==> config.mk <==
export PLATFORM = sky130hd
export DESIGN_NAME = ps2_mouse_packet_decoder_core
export DESIGN_NICKNAME = d
export VERILOG_FILES = /design/src/ps2md_pkg.sv /design/src/ps2md_assembler.sv /design/src/ps2md_tracker.sv /design/src/ps2_mouse_packet_decoder_core.sv
export SDC_FILE = /design/constraint.sdc
export NUM_CORES = 1
export LEC_CHECK = 0
export BUFFER_PORTS_ARGS = -buffer_cell sky130_fd_sc_hd__buf_2
export CAP_MARGIN = 20
export CORE_ASPECT_RATIO = 0.5
export CORE_UTILIZATION = 63
export CTS_BUF_LIST = sky130_fd_sc_hd__clkbuf_8
export DETAILED_ROUTE_END_ITERATION = 10
export MAX_ROUTING_LAYER = met4
export PLACE_DENSITY = 0.92
export SLEW_MARGIN = 20
export SYNTH_ARGS = -nofsm -noshare
export SYNTH_HDL_FRONTEND = slang
export SYNTH_SLANG_ARGS = --single-unit
export TNS_END_PERCENT = 100
==> constraint.sdc <==
create_clock -name clk -period 6.05 [get_ports clk]
set_input_delay 0.9075 -clock clk [delete_from_list [all_inputs] [get_ports clk]]
set_output_delay 0.9075 -clock clk [all_outputs]
set_load 0.1 [all_outputs]
==> src/ps2md_pkg.sv <==
// ----------------------------------------------------------------------------
// ps2md_pkg
// Shared types and constants for the PS/2 mouse packet decoder.
// ----------------------------------------------------------------------------
`default_nettype none

package ps2md_pkg;

  localparam int unsigned CFG_INDEX_BITS = 2;
  localparam int unsigned SCREEN_BITS    = 13;

  typedef enum logic [CFG_INDEX_BITS-1:0] {
    CFG_SCREEN_WIDTH  = 2'd0,
    CFG_SCREEN_HEIGHT = 2'd1,
    CFG_WHEEL_MODE    = 2'd2
  } cfg_index_t;

  localparam logic [SCREEN_BITS-1:0] RESET_WIDTH  = 13'd1024;
  localparam logic [SCREEN_BITS-1:0] RESET_HEIGHT = 13'd768;

  // Flags byte bit positions
  localparam int unsigned FLAG_LEFT   = 0;
  localparam int unsigned FLAG_RIGHT  = 1;
  localparam int unsigned FLAG_SYNC   = 3;
  localparam int unsigned FLAG_XSIGN  = 4;
  localparam int unsigned FLAG_YSIGN  = 5;

  typedef struct packed {
    logic              left;
    logic              right;
    logic signed [8:0] dx;
    logic signed [8:0] dy;
    logic signed [3:0] wheel;
  } pkt_t;

endpackage

`default_nettype wire

==> src/ps2md_assembler.sv <==
// ----------------------------------------------------------------------------
// ps2md_assembler
// Collects mouse bytes into 3- or 4-byte packets and holds one decoded packet.
// ----------------------------------------------------------------------------
`default_nettype none

module ps2md_assembler (
  input  wire logic          clk,
  input  wire logic          rst,
  input  wire logic          accept,
  input  wire logic [7:0]    data_byte,
  input  wire logic          wheel_mode,
  input  wire logic          restart,
  input  wire logic          take,
  output ps2md_pkg::pkt_t    pkt,
  output logic               pkt_valid
);
  import ps2md_pkg::*;

  logic [1:0] byte_index;
  logic [1:0] byte_index_next;
  logic [7:0] packet_bytes [3];
  logic       sync_ok;
  logic       complete;
  logic [1:0] last_index;
  pkt_t       pkt_next;
  logic [7:0] flags;
  logic [7:0] mx;
  logic [7:0] my;

  assign sync_ok    = (byte_index != 2'd0) || data_byte[FLAG_SYNC];
  assign last_index = wheel_mode ? 2'd3 : 2'd2;
  assign complete   = accept && sync_ok && (byte_index == last_index);

  always_comb begin
    byte_index_next = byte_index;
    if (accept && sync_ok) begin
      byte_index_next = complete ? 2'd0 : byte_index + 2'd1;
    end
  end

  always_comb begin
    flags = packet_bytes[0];
    mx    = packet_bytes[1];
    my    = wheel_mode ? packet_bytes[2] : data_byte;
    pkt_next.left  = flags[FLAG_LEFT];
    pkt_next.right = flags[FLAG_RIGHT];
    pkt_next.dx    = $signed({flags[FLAG_XSIGN], mx});
    pkt_next.dy    = $signed({flags[FLAG_YSIGN], my});
    pkt_next.wheel = wheel_mode ? $signed(data_byte[3:0]) : 4'sd0;
  end

  always_ff @(posedge clk) begin
    if (rst) begin
      byte_index <= 2'd0;
    end else if (restart) begin
      byte_index <= 2'd0;
    end else begin
      byte_index <= byte_index_next;
    end
  end

  always_ff @(posedge clk) begin
    if (accept && sync_ok && byte_index != 2'd3) begin
      packet_bytes[byte_index] <= data_byte;
    end
  end

  always_ff @(posedge clk) begin
    if (rst) begin
      pkt_valid <= 1'b0;
    end else if (complete) begin
      pkt_valid <= 1'b1;
    end else if (take) begin
      pkt_valid <= 1'b0;
    end
  end

  always_ff @(posedge clk) begin
    if (complete) begin
      pkt <= pkt_next;
    end
  end

endmodule

`default_nettype wire

==> src/ps2md_tracker.sv <==
// ----------------------------------------------------------------------------
// ps2md_tracker
// Moves and clamps the cursor per packet and holds the result item.
// ----------------------------------------------------------------------------
`default_nettype none

module ps2md_tracker #(
  parameter int unsigned COORD_BITS = 12
) (
  input  wire logic                               clk,
  input  wire logic                               rst,
  input  wire ps2md_pkg::pkt_t                    pkt,
  input  wire logic                               pkt_valid,
  input  wire logic [ps2md_pkg::SCREEN_BITS-1:0]  screen_width,
  input  wire logic [ps2md_pkg::SCREEN_BITS-1:0]  screen_height,
  output logic                                    take,
  output logic [COORD_BITS-1:0]                   pos_x,
  output logic [COORD_BITS-1:0]                   pos_y,
  output logic                                    left_button,
  output logic                                    right_button,
  output logic                                    click,
  output logic signed [3:0]                       wheel_delta,
  output logic                                    redraw,
  output logic                                    result_valid,
  input  wire logic                               result_stall
);
  import ps2md_pkg::*;

  localparam int unsigned EW = (COORD_BITS + 1 > SCREEN_BITS) ? COORD_BITS + 1 : SCREEN_BITS;
  localparam int unsigned SW = COORD_BITS + 2;

  logic [COORD_BITS-1:0] cursor_x;
  logic [COORD_BITS-1:0] cursor_y;
  logic                  left_held;
  logic                  shown;
  logic [COORD_BITS:0]   eff_w;
  logic [COORD_BITS:0]   eff_h;
  logic signed [SW-1:0]  sx;
  logic signed [SW-1:0]  sy;
  logic [COORD_BITS-1:0] nx;
  logic [COORD_BITS-1:0] ny;

  function automatic logic [COORD_BITS:0] eff_size(input logic [SCREEN_BITS-1:0] v);
    logic [EW-1:0] ve;
    logic [EW-1:0] lim;
    ve  = EW'(v);
    lim = EW'(1) << COORD_BITS;
    if (ve == '0) begin
      eff_size = (COORD_BITS+1)'(1);
    end else if (ve > lim) begin
      eff_size = (COORD_BITS+1)'(lim);
    end else begin
      eff_size = (COORD_BITS+1)'(ve);
    end
  endfunction

  function automatic logic [COORD_BITS-1:0] clamp_to(input logic signed [SW-1:0] v,
                                                    input logic [COORD_BITS:0] size);
    if (v < 0) begin
      clamp_to = '0;
    end else if (v >= $signed({1'b0, size})) begin
      clamp_to = COORD_BITS'(size - (COORD_BITS+1)'(1));
    end else begin
      clamp_to = COORD_BITS'(v);
    end
  endfunction

  assign take  = pkt_valid && (!result_valid || !result_stall);
  assign eff_w = eff_size(screen_width);
  assign eff_h = eff_size(screen_height);
  assign sx    = $signed({2'b00, cursor_x}) + SW'(pkt.dx);
  assign sy    = $signed({2'b00, cursor_y}) - SW'(pkt.dy);
  assign nx    = clamp_to(sx, eff_w);
  assign ny    = clamp_to(sy, eff_h);

  always_ff @(posedge clk) begin
    if (rst) begin
      cursor_x     <= COORD_BITS'(RESET_WIDTH >> 1);
      cursor_y     <= COORD_BITS'(RESET_HEIGHT >> 1);
      left_held    <= 1'b0;
      shown        <= 1'b0;
      result_valid <= 1'b0;
    end else if (take) begin
      cursor_x     <= nx;
      cursor_y     <= ny;
      left_held    <= pkt.left;
      shown        <= 1'b1;
      result_valid <= 1'b1;
    end else if (!result_stall) begin
      result_valid <= 1'b0;
    end
  end

  always_ff @(posedge clk) begin
    if (take) begin
      pos_x        <= nx;
      pos_y        <= ny;
      left_button  <= pkt.left;
      right_button <= pkt.right;
      click        <= pkt.left && !left_held;
      wheel_delta  <= pkt.wheel;
      redraw       <= !shown || (nx != cursor_x) || (ny != cursor_y);
    end
  end

endmodule

`default_nettype wire

==> src/ps2_mouse_packet_decoder_core.sv <==
// ----------------------------------------------------------------------------
// ps2_mouse_packet_decoder_core
// PS/2 mouse packet decoder with clamped cursor tracking.
// ----------------------------------------------------------------------------
// Takes one mouse byte per cycle unless stalled; a packet starts only on a
// byte with bit 3 set and is 3 bytes long, or 4 with wheel_mode on. Each
// completed packet gives one result item with the clamped cursor position,
// buttons, a click on the left button's press, the wheel delta and a redraw
// flag. A byte passes through two registers: the packet register in the
// assembler and the result register in the tracker; one byte is taken in
// every cycle unless both registers are full and the result is stalled.
// Screen size and wheel mode are to be written through the configuration
// port only while no item is in flight; the user must keep to this, as the
// block does not enforce it. A wheel_mode write restarts packet assembly.
`default_nettype none

module ps2_mouse_packet_decoder_core #(
  parameter int unsigned COORD_BITS = 12
) (
  input  wire logic                                  clk,
  input  wire logic                                  rst,
  input  wire logic                                  byte_valid,
  output logic                                       byte_stall,
  input  wire logic [7:0]                            data_byte,
  output logic                                       result_valid,
  input  wire logic                                  result_stall,
  output logic [COORD_BITS-1:0]                      pos_x,
  output logic [COORD_BITS-1:0]                      pos_y,
  output logic                                       left_button,
  output logic                                       right_button,
  output logic                                       click,
  output logic signed [3:0]                          wheel_delta,
  output logic                                       redraw,
  input  wire logic                                  cfg_valid,
  output logic                                       cfg_ready,
  input  wire logic [ps2md_pkg::CFG_INDEX_BITS-1:0]  cfg_index,
  input  wire logic [ps2md_pkg::SCREEN_BITS-1:0]     cfg_data
);
  import ps2md_pkg::*;

  logic [SCREEN_BITS-1:0] screen_width;
  logic [SCREEN_BITS-1:0] screen_height;
  logic                   wheel_mode;
  logic                   cfg_write;
  logic                   restart;
  logic                   accept;
  logic                   take;
  logic                   pkt_valid;
  pkt_t                   pkt;

  assign cfg_ready  = 1'b1;
  assign cfg_write  = cfg_valid && cfg_ready;
  assign restart    = cfg_write && (cfg_index == CFG_WHEEL_MODE);
  assign byte_stall = pkt_valid && !take;
  assign accept     = byte_valid && !byte_stall;

  always_ff @(posedge clk) begin
    if (rst) begin
      screen_width  <= RESET_WIDTH;
      screen_height <= RESET_HEIGHT;
      wheel_mode    <= 1'b0;
    end else if (cfg_write) begin
      unique case (cfg_index)
        CFG_SCREEN_WIDTH:  screen_width  <= cfg_data;
        CFG_SCREEN_HEIGHT: screen_height <= cfg_data;
        CFG_WHEEL_MODE:    wheel_mode    <= cfg_data[0];
        default: ;
      endcase
    end
  end

  ps2md_assembler u_assembler (
    .clk        (clk),
    .rst        (rst),
    .accept     (accept),
    .data_byte  (data_byte),
    .wheel_mode (wheel_mode),
    .restart    (restart),
    .take       (take),
    .pkt        (pkt),
    .pkt_valid  (pkt_valid)
  );

  ps2md_tracker #(
    .COORD_BITS (COORD_BITS)
  ) u_tracker (
    .clk           (clk),
    .rst           (rst),
    .pkt           (pkt),
    .pkt_valid     (pkt_valid),
    .screen_width  (screen_width),
    .screen_height (screen_height),
    .take          (take),
    .pos_x         (pos_x),
    .pos_y         (pos_y),
    .left_button   (left_button),
    .right_button  (right_button),
    .click         (click),
    .wheel_delta   (wheel_delta),
    .redraw        (redraw),
    .result_valid  (result_valid),
    .result_stall  (result_stall)
  );

endmodule

`default_nettype wire
# --- Word level (Yosys, flattened, before mapping) ---
# Memories as Yosys holds them, arrays and structs flattened. A register that Yosys moved wholly into a read port is not among the register bits.
# Index checks and enable logic that the tools add are counted.
classes:
  n_eq_ne: 7
  n_lt_le_gt_ge: 6
  n_addsub: 5
  mux: 16
  n_reduce_logical: 27
ops:
  columns: ["operator", "n"]
  rows:
  - ["$mux W13", 4]
  - ["$mux W12", 4]
  - ["$ge A14 B14 Y1", 2]
  - ["$lt A14 B1 Y1 const B", 2]
  - ["$gt A13 B13 Y1 const B", 2]
  - ["$logic_not A13 Y1", 2]
  - ["$ne A12 B12 Y1", 2]
  - ["$sub A12 B1 Y12 const B", 2]
  - ["$add A13 B9 Y14", 1]
  - ["$sub A13 B9 Y14", 1]
  - ["$logic_and A1 B1 Y1", 8]
  - ["$mux W1", 7]
  - ["$logic_not A1 Y1", 6]
  - ["$reduce_and A2 Y1", 3]
  - ["$logic_or A1 B1 Y1", 4]
  - ["$reduce_bool A2 Y1", 2]
  - ["$add A2 B1 Y2 const B", 1]
  - ["$eq A2 B1 Y1 const B", 1]
  - ["$eq A2 B2 Y1", 1]
  - ["$eq A2 B2 Y1 const B", 1]
  - ["$logic_not A2 Y1", 1]
  - ["$mux W2", 1]
  - ["$ne A2 B1 Y1 const B", 1]
  - ["$ne A2 B2 Y1 const B", 1]
  - ["$reduce_or A2 Y1", 1]
word_totals:
  n_memories: 1
  output_inout_bits: 35
  ramBits: 24
  register_bits: 93
  in_bits: 28
  word_cells: 80
memory_table:
  columns: ["name", "depth", "word_bits", "read_ports", "rd_ports_with_merged_regs", "write_ports", "line", "rtl"]
  rows:
  - ["u_assembler.packet_bytes", 3, 8, 3, 3, 1, "ps2md_assembler.sv:22", "logic [7:0] packet_bytes [3];"]

# --- Longest topological paths before layout ---
# Gate-level depths: netlist of run 1.
logic_depth:
  depth_word: 11
  mapped_depth: 26
  ltp_nobuf: 24

# --- Modules after synthesis ---
# From an unflattened synthesis of run 1, not the netlist that was laid out.
hier_totals:
  hier_cells: 842
  hier_area_um2: 8227.9
by_module_without_submodules:
  columns: ["mod", "area_each_um2", "n_inst", "cells_per_inst", "seq_area_each_um2"]
  rows:
  - ["ps2md_tracker", 5187.5, 1, 632, 1501.4]
  - ["ps2md_assembler", 1869.3, 1, 98, 1381.3]
  - ["ps2_mouse_packet_decoder_core", 1171.1, 1, 112, 540.5]

# --- Worst setup path before layout of run 1 ---
# No wires, ideal clock.
synth_path:
  path_kind: "flip-flop to flip-flop"
  start: "reg u_assembler.pkt[13] (netlist name)"
  end: "reg u_tracker.redraw, data pin"
  path_buffers: 1
  stages_incl_launch_ff: 23
  arrival_time_ns: 4.539
  slack_ns: 1.235
  synth_period_minus_slack_ns: 4.815
  t_required_ns: 5.774
  path_cell_list: "edfxtp_1 > ha_1 > fa_1 > a21o_1 > a221oi_1 > a21oi_1 > o21ai_0 > nand2b_1 > a21oi_1 > nor2_1 > nor2_1 > xnor2_1 > ha_1 > a21oi_1 > or3b_1 > o21ai_4 > buf_6 > mux2i_1 > a22oi_2 > nand3_1 > a2111oi_2 > and4_1 > o2111ai_1"
synth_between:
  elab_chain_cells: 7
synth_rtl:
  columns: ["element", "line", "rtl"]
  rows:
  - ["$add A13 B9 Y14 *", "ps2md_tracker.sv:71", "assign sx = $signed({2'b00, cursor_x}) + SW'(pkt.dx);"]
  - ["$ge A14 B14 Y1", "ps2md_tracker.sv:61", "end else if (v >= $signed({1'b0, size})) begin"]
  - ["$mux W12", "ps2md_tracker.sv:61", null]
  - ["$mux W12 *", "ps2md_tracker.sv:59", "if (v < 0) begin"]
  - ["$ne A12 B12 Y1 *", "ps2md_tracker.sv:102", "redraw <= !shown || (nx != cursor_x) || (ny != cursor_y);"]
  - ["$logic_or A1 B1 Y1 * (2 in series)", "ps2md_tracker.sv:102", null]
  - ["to (signal assigned)", "ps2md_tracker.sv:102", null]
  - ["to (decl)", "ps2md_tracker.sv:23", "output logic redraw,"]
# Mark *: on every way between the ends. The rest lies on a longest branch, timed or not.
# A chain may end at the register's enable or synchronous reset.

# --- Worst setup path in the final report of run 1 ---
layout_path:
  start: "reg u_tracker.cursor_y[0]"
  end: "reg u_tracker.redraw, data pin"
layout_between:
  elab_chain_cells: 6
layout_rtl:
  columns: ["element", "line", "rtl"]
  rows:
  - ["from (decl)", "ps2md_tracker.sv:33", "logic [COORD_BITS-1:0] cursor_y;"]
  - ["from (signal assigned)", "ps2md_tracker.sv:79", "cursor_y <= COORD_BITS'(RESET_HEIGHT >> 1);"]
  - ["from (signal assigned)", "ps2md_tracker.sv:85", "cursor_y <= ny;"]
  - ["$sub A13 B9 Y14 *", "ps2md_tracker.sv:72", "assign sy = $signed({2'b00, cursor_y}) - SW'(pkt.dy);"]
  - ["$ge A14 B14 Y1", "ps2md_tracker.sv:61", null]
  - ["$mux W12", "ps2md_tracker.sv:61", null]
  - ["$mux W12 *", "ps2md_tracker.sv:59", null]
  - ["net u_tracker.ny[6]", "ps2md_tracker.sv:41", "logic [COORD_BITS-1:0] ny;"]
  - ["$ne A12 B12 Y1 *", "ps2md_tracker.sv:102", null]
  - ["$logic_or A1 B1 Y1 *", "ps2md_tracker.sv:102", null]
# Mark *: on every way through the listed nets, which the timed path passes. The rest lies on a longest branch.

==> results of run 1 <==
-- per-stage QoR --
step	setup slack, ns	cell area (um^2)
after CTS	0.5491	8872
after floorplan	1.235	8050
after detailed placement	0.6194	8484
after global placement	0.7045	8484
final	0.4798	8872
after global routing	0.07705	8872
-- cell usage in the layout, fill, tap and decap left out, types with 23 or more instances in the layout --
cell type / count
dfxtp_1: 57
a21oi_1: 80
inv_1: 48
buf_2: 61
ha_1: 58
mux2_2: 23
nand2_1: 142
nor2_1: 71
o21ai_0: 23
edfxtp_1: 76
-- sequential cells by signal, summed over array words and instances, names as in the netlist, 2 cells and up --
signal and count:
u_tracker.pos_x 12, u_tracker.cursor_x 12, u_tracker.cursor_y 12, u_tracker.pos_y 12, screen_width 13, u_assembler.packet_bytes 20, screen_height 13, u_tracker.wheel_delta 4
u_assembler.pkt 24, u_assembler.byte_index 2
-- routing by layer --
metal | GRT usage, % | routed length (um) | vias up
met2 | 52.58 | 9420 | 307
met1 | 42.78 | 9129 | 3279
met4 | 9.906 | 330 | 0
met3 | 10.05 | 2174 | 37
met5 | - | 0 | -
li1 | - | - | 3262
-- worst max-delay path by stage --
stage,from,endpoint,slack (ns),cells past startpoint
floorplan,u_assembler.pkt[13]$_DFFE_PP_,u_tracker.redraw$_DFFE_PP_,1.23,22
global placement,u_tracker.cursor_y[0]$_SDFFE_PP0P_,u_tracker.redraw$_DFFE_PP_,0.70,25
detailed placement,u_tracker.cursor_y[0]$_SDFFE_PP0P_,u_tracker.redraw$_DFFE_PP_,0.62,25
CTS,u_tracker.cursor_y[0]$_SDFFE_PP0P_,u_tracker.redraw$_DFFE_PP_,0.55,25
global route,u_tracker.cursor_y[0]$_SDFFE_PP0P_,u_tracker.redraw$_DFFE_PP_,0.08,25
finish,u_tracker.cursor_y[0]$_SDFFE_PP0P_,u_tracker.redraw$_DFFE_PP_,0.48,25
-- worst reg2reg max path: cells and delay by family (launching register included) --
kind / cells / cell delay [ns]
XOR/XNOR: 2 / 0.25
flip-flops: 1 / 0.43
buffers and inverters: 2 / 0.42
AND/OR/NAND/NOR: 10 / 1.31
adder cells (fa/ha/maj): 3 / 0.91
AO/OA/AOI/OAI: 8 / 1.99
-- area by class of cell --
class,count,area [um^2],share of cell area [%]
multi-input combinational,657,4309,48.57
timing repair buffer,69,365.4,4.118
inverter,48,180.2,2.031
sequential,133,3423,38.58
clock buffer,17,234.0,2.637
clock inverter,15,153.9,1.735
tap,165,206.4,2.327
-- power by group through the flow --
stage | Clock [uW] | Combinational [uW] | Sequential [uW]
floorplan | 0 | 166 | 1000
global placement | 0 | 226 | 1000
detailed placement | 0 | 233 | 1000
CTS | 749 | 235 | 983
global route | 782 | 258 | 986
finish | 744 | 239 | 984
-- logic make-up after synthesis --
group / after synthesis / synth area share, %
AOI/OAI and AO/OA: 197 / 16.15
xor gates and xnor gates: 31 / 3.373
adders and majority gates: 60 / 9.512
buffers and inverters: 79 / 4.057
DFF: 133 / 42.52
muxes: 36 / 4.834
other: 1 / 0.04658
and+or+nand+nor: 332 / 19.51
==> reports/results.tsv, run 1 <==
metric	value	unit
netlist_area	8050	um^2
async_flop_share	0	%
path_buf_inv	2	
setup_viol	0	
synth_cells	869	
min_path_type	reg2reg	
cts_buffers	17	
criticalPathCategory	reg2reg	
antenna_cells	0	
drive_above_1_share	15.34	%
fill_cells	942	
instances_no_fill	1104	
yosys_warnings	0	
synth_edf_count	76	
ir_drop	0.1420	mV
hold_end	u_tracker.wheel_delta[3]$_DFFE_PP_	
place.gp.congestion	0.9691	
intPower	1426	uW
max_slew_margin	30.43	%
tns	0	ns
path_common_cell	nor2_1	
switching_share	27.49	%
core_area	12120	um^2
dp_cells	1072	
insertion_delay	0.44	ns
nNetsFinal	1014	
gr-total-overflow	0	
worst-r2r-setup-slack	0.48	ns
rows	28	
netlist.top_cell.by_area	edfxtp_1	
hold_violations	0	
post_synth.cell_area_avg	9.264	um^2
die-area	13260	um^2
r2r-end	u_tracker.redraw$_DFFE_PP_	
start_util	66.41	%
synth_flop_cell	edfxtp_1	
timing.fmax	0.1795	GHz
ys_top_cells_by_count	nand2_1, a21oi_1, edfxtp_1, nor2_1, ha_1	
switchingPower	540.5	uW
synth_nets	957	
place_hpwl	15.81	mm
final_util	73.19	%
drt-pass1-iter-count	7	
cts_setup_buffers	0	
reg2reg_depth	25	
fin_crit	5.570	ns
die_h	81.93	um
synth_most_common_cell	nand2_1	
synth_top_area_share	28.35	%
finalMaxSlewViolations	0	
cp.arrival	5.73	ns
min_path_cells	0	
powerDensity	221.6	nW/um^2
status	finished, final reports clean	
vias	6885	
ys_seq_area_share	42.52	%
crit_slowest_cell	o22ai_2	
io_buffers	61	
clock-root-buffer	clkbuf_8	
power.total	1966	uW
first_global_vias	6358	
critPathLaunchType	flop	
ctsHtreeMaxLevel	4	
io_pins	63	
wl_per_cell	19.07	um
worst_pin_slew	1.044	ns
critPathCaptureType	flop	
drtAntennaViolNets	0	
drc	0	
tritoncts	yes	
critical_path.max_fanout	21	
reg2reg_from	u_tracker.cursor_y[0]$_SDFFE_PP0P_	
rsz0062_at_grt	no	
seqPwrFrac	50.0	%
area_delta_synth_final	10.21	%
whs	0.4263	ns
cts_sinks	133	
maxCapViolations	0	
die_w	161.9	um
cts.hold.buffers_added	0	
ys_ff_latch	133	
skew	0.01914	ns
p_leak	0.003537	uW
cp_slowest_stage_delay	0.70	ns
vias_per_cell	6.236	
worstPathRequired	6.21	ns
synth_cell_types	80	
clk_pin_slew	0.08	ns
cts-resized-gates	0	
period_share	92.07	%
routed_wl	21.06	mm
path_delay_family	compound AO/OA/AOI/OAI gates	
antenna_found_initial	0	
drtIter0Drc	721	
yosys-top-cells-area	edfxtp_1, dfxtp_1, ha_1	
track_usage	33.74	%
clockPowerShare	37.8	%
clk_path_buf_depth	2	
comb_power_share	12.1	%
hp-start	u_assembler.pkt[3]$_SDFFCE_PN0P_	
grt_max_degree	57	
grt_pass1_wl	32.51	mm
Power figures use the tool's default switching activity.
==> inputs of run 2 (changes only) <==
==> constraint.sdc (replaced) <==
create_clock -name clk -period 5.8 [get_ports clk]
set_input_delay 0.87 -clock clk [delete_from_list [all_inputs] [get_ports clk]]
set_output_delay 0.87 -clock clk [all_outputs]
set_load 0.1 [all_outputs]
==> run 2 against run 1 <==
Against the previous run:
- non-clock buffer count grew 4
- via count increased by 0.16%
- sequential cell count is the same
- utilization grew 0.69 points
==> reports/results.tsv, run 2 (synthesis gave the netlist of run 1 again) <==
metric	value	unit	change
drtIter0Drc	693		was 721
io_buffers	61		unchanged
drive_above_1_share	15.91	%	was 15.34%
cts_buffers	17		unchanged
final_common_cell	nand2_1		unchanged
finalMaxSlewViolations	0		unchanged
clk_pin_slew	0.08	ns	about the same
multi_input_area	4322	um^2	was 4309 um^2
worst-r2r-setup-slack	0.27	ns	was 0.48 ns
nNetsFinal	1018		was 1014
fill_cells	886		was 942
insertion_delay	0.45	ns	was 0.44 ns
die_h	81.93	um	unchanged
setup_viol	0		unchanged
ctsHtreeMaxLevel	4		unchanged
timing.fmax	0.1809	GHz	was 0.1795 GHz
powerDensity	237.6	nW/um^2	was 221.6 nW/um^2
cts_sinks	133		unchanged
period_share	95.32	%	was 92.07%
regMostFlops	u_assembler.pkt		unchanged
routed_wl	20.84	mm	was 21.06 mm
clock-root-buffer	clkbuf_8		unchanged
tritoncts	yes		unchanged
vias	6896		was 6885
antenna_cells	0		unchanged
grt_max_degree	57		unchanged
start_util	66.41	%	unchanged
worst_pin_slew	1.016	ns	was 1.044 ns
die-area	13260	um^2	unchanged
skew	0.01794	ns	was 0.01914 ns
tns	0	ns	unchanged
top_regs	u_assembler.pkt (24), u_assembler.packet_bytes (20)		unchanged
cp.arrival	5.71	ns	was 5.73 ns
final_cell_mix	nand2_1, a21oi_1, edfxtp_1		unchanged
gr-total-overflow	0		unchanged
place.gp.congestion	0.9878		was 0.9691
hold_violations	0		unchanged
track_usage	33.66	%	was 33.74%
rows	28		unchanged
seq_area	3423	um^2	unchanged
largest_register_ffs	24		unchanged
drc	0		unchanged
die_w	161.9	um	unchanged
drt-pass1-iter-count	6		was 7
criticalPathCategory	reg2reg		unchanged
io_pins	63		unchanged
ir_drop	0.1931	mV	was 0.1420 mV
place_hpwl	15.18	mm	was 15.81 mm
rsz0062_at_grt	no		unchanged
critPathLaunchType	flop		unchanged
maxCapViolations	0		unchanged
area_delta_synth_final	11.25	%	was 10.21%
core_area	12120	um^2	unchanged
status	finished, final reports clean		unchanged
max_slew_margin	32.29	%	was 30.43%
min_path_type	reg2reg		unchanged
wl_per_cell	18.81	um	was 19.07 um
vias_per_cell	6.224		was 6.236
antenna_found_initial	0		unchanged
final_util	73.89	%	was 73.19%
cts_setup_buffers	0		unchanged
p_leak	0.003570	uW	was 0.003537 uW
grt_pass1_wl	32.88	mm	was 32.51 mm
first_global_vias	6332		was 6358
clk_path_buf_depth	2		unchanged
reg2reg_depth	18		was 25
critPathCaptureType	flop		unchanged
min_path_cells	0		unchanged
fin_crit	5.529	ns	was 5.570 ns
drtAntennaViolNets	0		unchanged
critical_path.max_fanout	16		was 21
worstPathRequired	5.98	ns	was 6.21 ns
==> run 2: cell types whose count changed in the layout (fill, tap and decap cells not counted), sizes merged <==
cell | before | now
clkinvlp | 1 | 2
clkbuf | 17 | 20
buf | 69 | 73
bufinv | 2 | 3
inv | 53 | 50
clkinv | 7 | 5
==> run 2: timing repair <==
item / 4_1_cts / 5_1_grt
setup endpoints to repair: 0 / 1
gates resized for setup: 0 / 3
hold buffers: 0 / 0
==> run 2: cell type report <==
| class | instances | share of cell area [%] |
|---|---|---|
| multi-input cells | 657 | 48.25 |
| flip-flops and latches | 133 | 38.22 |
| repair buffers | 73 | 4.415 |
| clock buffers | 20 | 3.073 |
| well taps | 165 | 2.305 |
| inverters | 48 | 2.012 |
| clock inverters | 12 | 1.718 |
==> run 2: through the flow <==
stage | worst slack (ns) | cell area (um^2) | instances | total power [uW] | hold slack, ns
2_1_floorplan | 0.9850 | 8050 | 869 | 1220 | 0.4003
3_3_place_gp | 0.5413 | 8514 | 1076 | 1285 | 0.4032
3_5_place_dp | 0.3674 | 8514 | 1076 | 1291 | 0.4045
4_1_cts | 0.3301 | 8944 | 1108 | 2126 | 0.4244
5_1_grt | 0.02843 | 8956 | 1108 | 2191 | 0.4319
6_report | 0.2714 | 8956 | 1108 | 2128 | 0.4218
==> run 2: per-layer routing <==
layer,share of wire (%),GRT usage (%)
met1,44,43.87
met2,45,52.10
met3,9.5,7.626
met4,2.2,11.60
met5,0,-
==> run 2: final timing paths <==
path / start / endpoint
min reg2reg: u_assembler.pkt[2]$_SDFFCE_PN0P_ / u_tracker.wheel_delta[2]$_DFFE_PP_
max reg2reg: u_assembler.pkt[17]$_DFFE_PP_ / u_tracker.redraw$_DFFE_PP_
max: u_assembler.pkt[17]$_DFFE_PP_ / u_tracker.redraw$_DFFE_PP_
min: u_assembler.pkt[2]$_SDFFCE_PN0P_ / u_tracker.wheel_delta[2]$_DFFE_PP_
==> run 2: report_power, final <==
group	total [uW]	switching, uW	internal, uW
registers	1030	15.6	1010
logic	252	157	95.2
clock network	850	390	460
==> run 2: critical path, cell delays in order (launching register included) <==
cell and delay [ns]:
edfxtp_1 0.41, ha_1 0.38, a21o_1 0.22, a31o_2 0.25
o211a_1 0.29, o41ai_1 0.40, xnor2_1 0.20, inv_1 0.08
ha_1 0.32, a21o_1 0.21, a21oi_1 0.18, or3b_1 0.40
o21ai_4 0.47, mux2_2 0.44, and2_1 0.20, o2bb2ai_1 0.14
nor4_1 0.34, and4_1 0.23, o2111ai_1 0.10
